File: src/fltpm_pkg.sv
// Shared constants and types for the four-level page table mapper.
package fltpm_pkg;

    localparam int TABLE_FRAMES      = 64;   // power of two
    localparam int ENTRIES_PER_TABLE = 512;

    localparam int ADDR_W     = 52;
    localparam int VA_W       = 48;
    localparam int FLAGS_W    = 12;
    localparam int PAGE_SHIFT = 12;
    localparam int PFN_W      = ADDR_W - PAGE_SHIFT;
    localparam int IDX_W      = $clog2(ENTRIES_PER_TABLE);
    localparam int FRAME_W    = $clog2(TABLE_FRAMES);
    localparam int NFF_W      = $clog2(TABLE_FRAMES + 1);
    localparam int MEM_DEPTH  = TABLE_FRAMES * ENTRIES_PER_TABLE;
    localparam int MEM_AW     = FRAME_W + IDX_W;
    localparam int ENTRY_W    = ADDR_W;
    localparam int LEVEL_W    = 2;
    localparam int ADDED_W    = 2;

    // Low bits of an intermediate table entry: present, writable, user.
    localparam logic [PAGE_SHIFT-1:0] TABLE_ENTRY_BITS = PAGE_SHIFT'('h7);
    localparam int PRESENT_BIT = 0;

    localparam logic [LEVEL_W-1:0] LEVEL_TOP  = LEVEL_W'(3);
    localparam logic [LEVEL_W-1:0] LEVEL_LAST = LEVEL_W'(1);

    localparam logic STATUS_FULL = 1'b1;

    // Datapath controls decoded from the current microcode step.
    typedef struct packed {
        logic idle;
        logic clear_wr;
        logic mem_rd;
        logic eval;
        logic leaf_wr;
        logic done;
    } ctrl_t;

    // Conditions the sequencer branches on.
    typedef struct packed {
        logic start;
        logic present;
        logic pool_full;
        logic last_level;
        logic clear_last;
    } cond_t;

endpackage

File: src/fltpm_sequencer.sv
// Microcode sequencer: step counter, control ROM and jump logic.
module fltpm_sequencer
(
    input  logic                clk,
    input  logic                rst_n,
    input  fltpm_pkg::cond_t    cond,
    output fltpm_pkg::ctrl_t    ctrl
);

    typedef logic [2:0] step_t;

    localparam step_t STEP_CLEAR = 3'd0;
    localparam step_t STEP_IDLE  = 3'd1;
    localparam step_t STEP_READ  = 3'd2;
    localparam step_t STEP_EVAL  = 3'd3;
    localparam step_t STEP_LEAF  = 3'd4;
    localparam step_t STEP_DONE  = 3'd5;

    typedef enum logic [1:0] {
        JMP_NEXT  = 2'd0,
        JMP_START = 2'd1,
        JMP_CLEAR = 2'd2,
        JMP_EVAL  = 2'd3
    } jmp_t;

    typedef struct packed {
        fltpm_pkg::ctrl_t ctrl;
        jmp_t             jmp;
        step_t            next;   // taken target
        step_t            alt;    // walk abort target
        step_t            loop;   // next level target
    } ucode_t;

    function automatic ucode_t ucode_rom(step_t s);
        ucode_t u;
        begin
            u = '0;
            u.jmp  = JMP_NEXT;
            u.next = STEP_IDLE;
            u.alt  = STEP_IDLE;
            u.loop = STEP_IDLE;
            unique case (s)
                STEP_CLEAR:
                begin
                    u.ctrl.clear_wr = 1'b1;
                    u.jmp           = JMP_CLEAR;
                    u.next          = STEP_IDLE;
                end
                STEP_IDLE:
                begin
                    u.ctrl.idle = 1'b1;
                    u.jmp       = JMP_START;
                    u.next      = STEP_READ;
                end
                STEP_READ:
                begin
                    u.ctrl.mem_rd = 1'b1;
                    u.next        = STEP_EVAL;
                end
                STEP_EVAL:
                begin
                    u.ctrl.eval = 1'b1;
                    u.jmp       = JMP_EVAL;
                    u.next      = STEP_LEAF;
                    u.alt       = STEP_DONE;
                    u.loop      = STEP_READ;
                end
                STEP_LEAF:
                begin
                    u.ctrl.leaf_wr = 1'b1;
                    u.next         = STEP_DONE;
                end
                STEP_DONE:
                begin
                    u.ctrl.done = 1'b1;
                    u.next      = STEP_IDLE;
                end
                default:
                begin
                    u.next = STEP_IDLE;
                end
            endcase
            return u;
        end
    endfunction

    step_t  step_reg;
    step_t  step_next;
    ucode_t uword;

    assign uword = ucode_rom(step_reg);
    assign ctrl  = uword.ctrl;

    always_comb
    begin
        unique case (uword.jmp)
            JMP_NEXT:  step_next = uword.next;
            JMP_START: step_next = cond.start ? uword.next : step_reg;
            JMP_CLEAR: step_next = cond.clear_last ? uword.next : step_reg;
            JMP_EVAL:
            begin
                priority if (!cond.present && cond.pool_full)
                    step_next = uword.alt;
                else if (cond.last_level)
                    step_next = uword.next;
                else
                    step_next = uword.loop;
            end
            default:   step_next = STEP_IDLE;
        endcase
    end

    always_ff @(posedge clk or negedge rst_n)
    begin
        if (!rst_n)
            step_reg <= STEP_CLEAR;
        else
            step_reg <= step_next;
    end

`ifndef SYNTHESIS
    a_done_to_idle: assert property (@(posedge clk) disable iff (!rst_n)
        ctrl.done |=> ctrl.idle)
        else $error("sequencer left the done step somewhere other than idle");

    a_leaf_after_eval: assert property (@(posedge clk) disable iff (!rst_n)
        ctrl.leaf_wr |-> $past(ctrl.eval))
        else $error("leaf write without a preceding lookup");

    a_read_then_eval: assert property (@(posedge clk) disable iff (!rst_n)
        ctrl.mem_rd |=> ctrl.eval)
        else $error("table read not followed by evaluation");
`endif

endmodule

File: config.mk
export PLATFORM = sky130hd
export DESIGN_NAME = fltpm_sequencer
export DESIGN_NICKNAME = d
export VERILOG_FILES = /design/src/fltpm_pkg.sv /design/src/fltpm_sequencer.sv
export SDC_FILE = /design/constraint.sdc
export NUM_CORES = 1
export LEC_CHECK = 0
export BUFFER_PORTS_ARGS = -buffer_cell sky130_fd_sc_hd__buf_2
export CAP_MARGIN = 20
export CORE_AREA = 2 2 39 41
export CTS_BUF_LIST = sky130_fd_sc_hd__clkbuf_16
export CTS_CLUSTER_DIAMETER = 120
export DETAILED_ROUTE_END_ITERATION = 8
export DIE_AREA = 0 0 41 43
export PLACE_DENSITY = 0.35
export REMOVE_ABC_BUFFERS = 1
export SLEW_MARGIN = 25
export SYNTH_ARGS = -nofsm -noshare
export SYNTH_HDL_FRONTEND = slang
export SYNTH_SLANG_ARGS = --single-unit
File: constraint.sdc
create_clock -name clk -period 1.1 [get_ports clk]
set_input_delay 0.275 -clock clk [delete_from_list [all_inputs] [get_ports clk]]
set_output_delay 0.275 -clock clk [all_outputs]
set_load 0.02 [all_outputs]
* Word level (Yosys, flattened, before mapping)
Cells that the tools add are included.
** Storage, ports and cells
- Bits in registers :: 3
- Output and inout port bits :: 6
** Cells by class
- Eq/ne operators :: 10
- Multiplexer cells :: 14
- Reduce and logical (&&, ||, !) cells :: 5
** Operator list (count)
- 3-bit case mux with 4 select lines :: 2
- 3-bit 2-to-1 mux :: 4
- 3-bit by 2-bit == test with 1-bit output, second input constant :: 2
- 3-bit == test, second input constant :: 2
- 1-bit 2-to-1 mux :: 6
- 6-bit 2-to-1 mux :: 1
- 2-bit case mux with 3 select lines :: 1
- 2-bit == test, second input constant :: 2
- 2-bit inequality test, second input constant :: 2
- 3-bit by 1-bit == test with 1-bit output, second input constant :: 1
- 3-bit zero test :: 1
- 2-bit by 1-bit == test with 1-bit output, second input constant :: 1
- 2-bit zero test :: 1
- 2-bit AND reduction :: 1
- 1-bit logical AND :: 1
- 1-bit zero test :: 1

* Longest topological paths before layout
- Depth in word-level cells :: 5
- Mapped depth :: 4
- Mapped depth without buffers :: 3

* Worst setup path before layout
OpenSTA, ideal clock, no wires.
- Path type :: flip-flop to output port
- From :: register step_reg[0]
- To :: output ctrl[3] in the netlist's numbering
- Arrival :: 1.034 ns
- Required time :: 0.825 ns
- Setup slack :: -0.209 ns
- Stages on the path, launching flop included :: 3
- Buffers on the path :: 1
- Cell sequence :: dfrtp_1 buf_6 nor3b_1
** RTL lines
- start: declaration :: RTL line fltpm_sequencer.sv:87 : step_t step_reg;
- start signal: assignment :: RTL line fltpm_sequencer.sv:118 : step_reg <= step_next;
- end: declaration :: RTL line fltpm_sequencer.sv:7 : output fltpm_pkg::ctrl_t ctrl

==> results.md <==
* Status: complete, but fails checks
* Failing checks: negative setup slack
* Initial DRC Count at 6
* RePlAce Congestion at 0.6716
* Via count at 230
* Hold path cells at 4
* Clock skew at 0.04018 ps
* CP delay by family, top: flip-flops
* Critical Path Stages at 2
* Final period util at 120.9%
* Post-Syn Instances at 21
* Synth warn at 0
* CTS clock-pin slew for the worst setup and hold paths at 30 ps
* CTS Root Cell: clkbuf_16
* H-tree Lvls at 1
* Final setup fails at 6
* DR DRC count at 0
* Max-slew violations at 0
* Netlist cell types at 18
* Worst Path Required at 820 ps
* Wire per inst at 9.893 µm
* Cell Area, Placed at 272.8 µm²
* First-pass iteration count of the detailed router at 3
* Global route overflow at 0
* Starting Density at 14.74%
* Largest cells by area after synthesis: dfrtp_1 37%, nand2b_1 6.1%, nor3b_2 6.1%, buf_6 5.5%, and3b_2 4.9%
* Nets at 48
* Share of cells above drive strength 1 at 70.00%
* Core area at 1384 µm²
* Number of synthesized flops with an enable pin at 0
* CP max stage delay at 440 ps
* Cell area power density at 3682 nW/µm²
* CP startpoint kind: register
* Clock sink total at 3
* Critical path, cell by cell: nor3b_2, buf_4
* R2R Setup Slk at 70 ps
* Ant. Diodes at 0
* Min Clock Period, post-route at 1330 ps
* Fin area at 420.4 µm²
* Static Leak at 0.0002090 µW
* Die ar. at 1763 µm²
* Worst setup path class: register to primary output
* DR vias/cell at 4.107
* Peak VDD IR at 0.001002 V
* Port buffer count at 12
* Initial antenna violation count at 0
* #FFs+latches synth at 3
* CP max stage cell: dfrtp_2
* Layout Cells excl Fill at 56
* First-pass GRT wire length at 876 µm
* Post-layout util at 30.38%
* HP Class: input port to register
* Area grow syn2layout at 106.1%
* Commonest cells in the netlist: 3 x dfrtp_1, 2 x nand2b_1
* Max-cap violation count at 0
* Post-Syn Area at 203.9 µm²
* Crit path buffers/inverters at 1
* Place WS at -75.69 ps
* Rows at 14
* Pin count of the biggest net entering global routing at 9
* Fin. Hold Viols at 0
* Max Buffers Root-to-Sink at 2
* Count leader, synth: dfrtp_1
* Clk_lat worst skew at 220 ps
* RSZ-0062 raised after global routing: yes
* Leading area contributor after synthesis: dfrtp_1
* Max Freq at 751.6 MHz
* Num ports at 13
* GRT Total Usage at 7.746%
* Rel. slew slack at 85.63%
* Critical path endpoint category: primary output
* Worst-margin pin slew at 214.1 ps
* Worst EP arrival at 1060 ps
* Peak fanout along the critical path at 7
* Die height at 43 µm
* Main synth FF type: dfrtp_1
* Post-synthesis sequential area ratio at 36.81%
* Number of global-route vias before repair at 232
* Number of buffers created by CTS at 3
* Final setup margin at -230.4 ps
* Fillers at 162
* Drt total wl at 554 µm
* Placed Instances at 48
* Antenna Violating Nets Remaining at 0
* Die X at 41 µm
* Proportion of netlist area held by the largest area contributor at 36.81%
* Async S/R FF share, synth at 100.0%
* Reg2reg path depth at 3
* Mean area per synthesized cell at 9.712 µm²
* Largest register FFs at 3
* CTS tree: yes
[logic make-up after synthesis]
group | after synthesis | synth area share, %
buffers and inverters | 2 | 9.203
DFF | 3 | 36.81
AOI/OAI and AO/OA | 5 | 17.18
and+or+nand+nor | 11 | 36.80
[where the power goes]
part	internal (µW)	leakage [µW]	switching, µW
combinational	397	0.000134	296
sequential	179	0.0000328	117
clock	468	0.0000423	91.3
total	1040	0.000209	504
[worst min-delay path, cell delays in order]
cell and delay, ps:
buf_2 90, nand2_1 40, o21ai_0 60, a2bb2oi_1 70
[layout by cell type, fill, tap and decap left out, types with 2 or more instances in the layout]
cell type,n
buf_6,3
buf_2,7
dfrtp_2,3
and3b_2,2
nor3b_2,2
nand2b_1,2
clkbuf_16,3
buf_4,5
[stage by stage]
step,power [µW],hold WS (ps),TNS (ps)
3_5_place_dp,762.4,72.62,-359.5
5_1_grt,1650,390.5,-1574
2_1_floorplan,575.7,-20.59,-332.1
4_1_cts,1501,354.3,-1334
6_report,1548,360.1,-1293
3_3_place_gp,768.2,74.05,-269.1
[final cells by class]
cell class | instances | area (µm²) | share of cell area, %
multi-input combinational | 16 | 121.4 | 28.87
timing repair buffer | 17 | 121.4 | 28.87
sequential | 3 | 78.83 | 18.75
clock buffer | 3 | 75.07 | 17.86
tap | 16 | 20.02 | 4.762
clock inverter | 1 | 3.754 | 0.8929
[routing by layer]
metal | vias to the layer above | part of all wire, % | track usage (%)
li1 | 114 | - | -
met1 | 110 | 44 | 8.414
met2 | 6 | 51 | 10.94
met3 | 0 | 5.1 | 3.665
met4 | 0 | 0 | 6.000
met5 | - | 0 | 0
[final timing paths]
check | start | endpoint
setup / recovery | step_reg[0] | ctrl[1]
hold / removal | cond[4] | step_reg[0]
setup reg to reg | step_reg[1] | step_reg[1]
hold reg to reg | step_reg[2] | step_reg[1]
max in group asynchronous | rst_n | step_reg[0]
min in group asynchronous | rst_n | step_reg[2]
[what timing repair did]
item,in CTS,in global routing
resized for setup,13,3
hold buffers,1,0
setup buffers,2,1
hold endpoints to repair,3,0
pin swaps,2,2
setup endpoints to repair,6,7
(Power assumes the default switching activity.)
